File: config.mk
export PLATFORM = sky130hd
export DESIGN_NAME = gqi_mul
export DESIGN_NICKNAME = d
export VERILOG_FILES = /design/src/design/gyro_quaternion_integrator_macros.svh /design/src/design/gqi_mul.sv
export SDC_FILE = /design/constraint.sdc
export NUM_CORES = 2
export LEC_CHECK = 0
export BUFFER_PORTS_ARGS = -buffer_cell sky130_fd_sc_hd__buf_2
export CAP_MARGIN = 20
export CORE_UTILIZATION = 55
export CTS_BUF_LIST = sky130_fd_sc_hd__clkbuf_4 sky130_fd_sc_hd__clkbuf_8 sky130_fd_sc_hd__clkbuf_16
export CTS_CLUSTER_SIZE = 24
export DETAILED_ROUTE_END_ITERATION = 12
export HOLD_SLACK_MARGIN = 0.15
export PLACE_DENSITY_LB_ADDON = 0.05
export SLEW_MARGIN = 0
export SYNTH_ARGS = -nofsm -noshare
export SYNTH_HDL_FRONTEND = slang
export SYNTH_SLANG_ARGS = --single-unit
File: constraint.sdc
create_clock -name clock -period 9.7 [get_ports clock]
set_input_delay 1.94 -clock clock [delete_from_list [all_inputs] [get_ports clock]]
set_output_delay 1.94 -clock clock [all_outputs]
set_load 0.01 [all_outputs]
File: src/design/gyro_quaternion_integrator_macros.svh
// Assertion macros shared by the gyro quaternion integrator.
`ifndef GYRO_QUATERNION_INTEGRATOR_MACROS_SVH
`define GYRO_QUATERNION_INTEGRATOR_MACROS_SVH

// Condition implies expression in the same cycle.
`define GQI_ASSERT_NOW(label, clk, rst, cond, expr, msg) \
   label: assert property (@(posedge clk) disable iff (rst) (cond) |-> (expr)) \
      else $error(msg);

// Condition implies expression in the next cycle.
`define GQI_ASSERT_NEXT(label, clk, rst, cond, expr, msg) \
   label: assert property (@(posedge clk) disable iff (rst) (cond) |=> (expr)) \
      else $error(msg);

`endif

File: src/design/gqi_mul.sv
// Shared signed multiplier with a registered product.
`default_nettype none
module gqi_mul (
   input  wire logic               clock,
   input  wire logic signed [32:0] mul_a,
   input  wire logic signed [32:0] mul_b,
   output logic signed [65:0]      mul_p
);

   logic signed [65:0] p_ff;
   logic signed [65:0] p_in;

   // Full product of two 33-bit operands.
   always_comb begin
      p_in = mul_a * mul_b;
   end

   always_ff @(posedge clock) begin
      p_ff <= p_in;
   end

   assign mul_p = p_ff;

endmodule
`default_nettype wire

==> impl_table.tex <==
\begin{tabular}{lr}
\hline
Metric & Value \\
\hline
\multicolumn{2}{l}{\textbf{Clocking}} \\
\quad Number of buffers on the longest clock path & 2 \\
\quad Post-CTS Hold Buffers & 0 \\
\quad Post-CTS setup buffers & 0 \\
\quad Clk slew on worst S/H paths & 0.07 ns \\
\quad CTS H-Tree Depth & 3 \\
\quad Clock root buffer & clkbuf\_16 \\
\quad TritonCTS clock tree & built \\
\quad Num CTS Buffers & 9 \\
\quad Number of clock sinks seen by CTS & 66 \\
\multicolumn{2}{l}{\textbf{Outcome}} \\
\quad Outcome & finished, final reports clean \\
\multicolumn{2}{l}{\textbf{Yosys}} \\
\quad Leading area contributor after synthesis & fa\_1 \\
\quad Number of synthesized flops with an enable pin & 0 \\
\quad FF+latch count, synth & 66 \\
\quad Yosys warnings & 0 \\
\quad Synthesized-area fraction occupied by ao, oa, aoi and oai cells & 3.60\% \\
\quad Post-Syn Area & 40,400 sq um \\
\quad Post-synthesis mux area share & 0\% \\
\quad Cell types with the largest area share after synthesis & fa\_1 (57\%), inv\_1 (11\%), and2\_1 (8.7\%) \\
\quad Avg Inst Size Synth & 9.38 sq um \\
\quad Dominant combinational cell family by area after synthesis & adder cells \\
\quad Synth async-reset ratio & 0\% \\
\quad Post-Synth Simple-Gate Area & 15.4\% \\
\quad Portion of synthesized cell area occupied by the leading cell type & 56.8\% \\
\quad Sequential fraction of the synthesis area & 3.27\% \\
\quad Post-synthesis cell type count & 61 \\
\quad Post-synthesis share of cell area spent on xor and xnor gates & 1.63\% \\
\quad Synth Flop Type & dfxtp\_1 \\
\quad Share of synthesized cell area in full adder, half adder and majority cells & 63.5\% \\
\quad Mapped Cells & 4,302 \\
\quad Synthesized net count & 5,731 \\
\quad Most frequent cells after synthesis & fa\_1 (1,145), inv\_1 (1,133), and2\_1 (562), nand2\_1 (543), clkbuf\_1 (220) \\
\quad Count leader, synth & fa\_1 \\
\multicolumn{2}{l}{\textbf{Timing}} \\
\quad Tightest Pin Transition & 0.787 ns \\
\quad Total negative setup slack & 0 ns \\
\quad Relative slew slack & 47.5\% \\
\quad Final setup vio count & 0 \\
\quad Final critical delay including setup and external delays & 9.30 ns \\
\quad Max Transition Viols Final & 0 \\
\quad Unrepaired setup endpoints after global routing & no \\
\quad Fmax achieved & 108 MHz \\
\quad Final hold viol count & 0 \\
\quad Share of the clock period used by the worst path after layout & 95.9\% \\
\quad Crit path setup slack, layout & 0.398 ns \\
\multicolumn{2}{l}{\textbf{Drt}} \\
\quad Via density & 5.30 \\
\quad DR iter-0 viols & 1,229 \\
\quad Detailed-route wire length & 108,000 um \\
\quad Final routed DRC violation total & 0 \\
\quad Post-DR wirelength/cell & 20.3 um \\
\quad ANT nets after route & 0 \\
\quad Drt pass-1 iters & 5 \\
\quad Via count of the routed design & 28,100 \\
\multicolumn{2}{l}{\textbf{Final layout}} \\
\quad Number of flip-flops under the largest register name & 66 \\
\quad Area occupied by multi-input gates & 34,000 sq um \\
\quad Growth of design area from synthesis to finish & 5.84\% \\
\quad Fraction of final layout cells sized beyond drive strength 1 & 6.73\% \\
\quad Final instance area & 42,700 sq um \\
\quad Fill count & 6,554 \\
\quad Footprint of the flip-flops and latches & 1320 sq um \\
\quad Final Instance Count excl. Fillers & 5,306 \\
\quad Final \#Nets & 5,775 \\
\multicolumn{2}{l}{\textbf{Global route}} \\
\quad Total routing usage reported by global routing & 30.9\% \\
\quad Largest net degree at the start of global routing & 34 \\
\quad Total congestion overflow & 0 \\
\quad Antenna violations before repair & 5 \\
\quad Global-route wire length before repair & 174,000 um \\
\quad Vias in the first global route & 31,100 \\
\multicolumn{2}{l}{\textbf{Placement}} \\
\quad Number of buffers added on ports & 132 \\
\quad Post-DP HPWL & 94,100 um \\
\quad Standard cell area after detailed placement & 42,400 sq um \\
\quad Worst Setup Slack post-DPL & 0.0383 ns \\
\quad Placer Congestion & 0.936 \\
\quad Dpl cells & 5,285 \\
\multicolumn{2}{l}{\textbf{Hold path}} \\
\quad Min-delay worst type & in2reg \\
\multicolumn{2}{l}{\textbf{Critical path}} \\
\quad Element type at the critical path end & register \\
\quad Data required time at the worst endpoint & 9.98 ns \\
\quad Startpoint kind of the worst setup timing path & input port \\
\quad Max Fanout on Critical Path & 33 \\
\quad Worst Path Arrival & 9.58 ns \\
\quad Classification of the worst setup path & in2reg \\
\multicolumn{2}{l}{\textbf{Die}} \\
\quad Overall die width & 273 um \\
\quad Chip height & 273 um \\
\quad I/O Pins & 133 \\
\quad Core Rows & 98 \\
\quad CORE AREA & 72,100 sq um \\
\quad Die area & 74,500 sq um \\
\quad Initial standard-cell utilization of the core & 56.0\% \\
\multicolumn{2}{l}{\textbf{Job}} \\
\quad Max Cap Viol & 0 \\
\hline
\end{tabular}
-- path summary, 6_finish.rpt --
| check | cells past startpoint | from | slack, ns | to |
|---|---|---|---|---|
| hold / removal | 2 | mul_b[0] | 2.02 | mul_p[0] |
| setup / recovery | 24 | mul_b[11] | 0.40 | mul_p[59] |
-- critical path, cell delays in order --
cell and delay (ns):
buf_2 0.51, and2_1 0.24, fa_1 0.46, fa_1 0.57, inv_1 0.06, fa_1 0.53, inv_1 0.05, fa_1 0.49
fa_1 0.61, fa_1 0.44, fa_1 0.50, inv_1 0.05, fa_1 0.58, inv_1 0.07, ha_1 0.38, a21oi_1 0.22
o21bai_1 0.12, a311oi_1 0.34, nor4_1 0.13, o21a_1 0.13, a211oi_2 0.50, o21ai_1 0.19, o41ai_2 0.25, xnor2_1 0.16
-- per-layer routing --
metal	global-route usage, %	wire (um)
met1	36.2	39000
met2	56.5	58900
met3	2.75	3640
met4	15.4	6120
met5	0	0
-- area by class of cell --
cell class              instances  share of cell area, %
clock buffers                   9                  0.527
flip-flops and latches         66                   3.09
repair buffers                254                   3.96
well taps                     950                   2.78
clock inverters                 7                  0.179
inverters                    1133                   9.95
multi-input cells            2882                   79.5
diodes                          5                 0.0293
-- placed cells by master (no fill, tap or decap), types with 18 or more instances in the layout --
cell     synthesis  final
a21o_1          28     28
a21oi_1         73     73
and2_1         562    562
buf_2            0    131
buf_4            0    113
dfxtp_1         66     66
fa_1          1145   1145
ha_1           217    217
inv_1         1133   1133
nand2_1        543    543
nand3_1         18     18
nor2_1          47     47
o21ai_0         37     37
xnor2_1         55     55
xor2_1          20     20
-- cell families (layout without fill, tap and decap cells) --
logic type      Yosys count  count (layout)
compound gates          217             217
xor+xnor                 75              75
fa+ha+maj              1362            1362
buf+inv                1354            1403
flops                    66              66
other cells               0               5
simple gates           1228            1228
-- stage by stage --
stage,hold WS [ns],util (%)
floorplan,2.07,-
global placement,2.33,58.8
detailed placement,2.33,58.8
CTS,2.01,59.2
global route,2.03,59.2
finish,2.02,59.3
-- repair_timing --
action / CTS / global route
endpoints found under the hold margin: 0 / 0
setup endpoints to repair: 0 / 1
gates resized for setup: 0 / 1
Power is left out: the tool's default activity adds up to more than one toggle a clock period on the data nets, which glitch-free logic cannot reach.
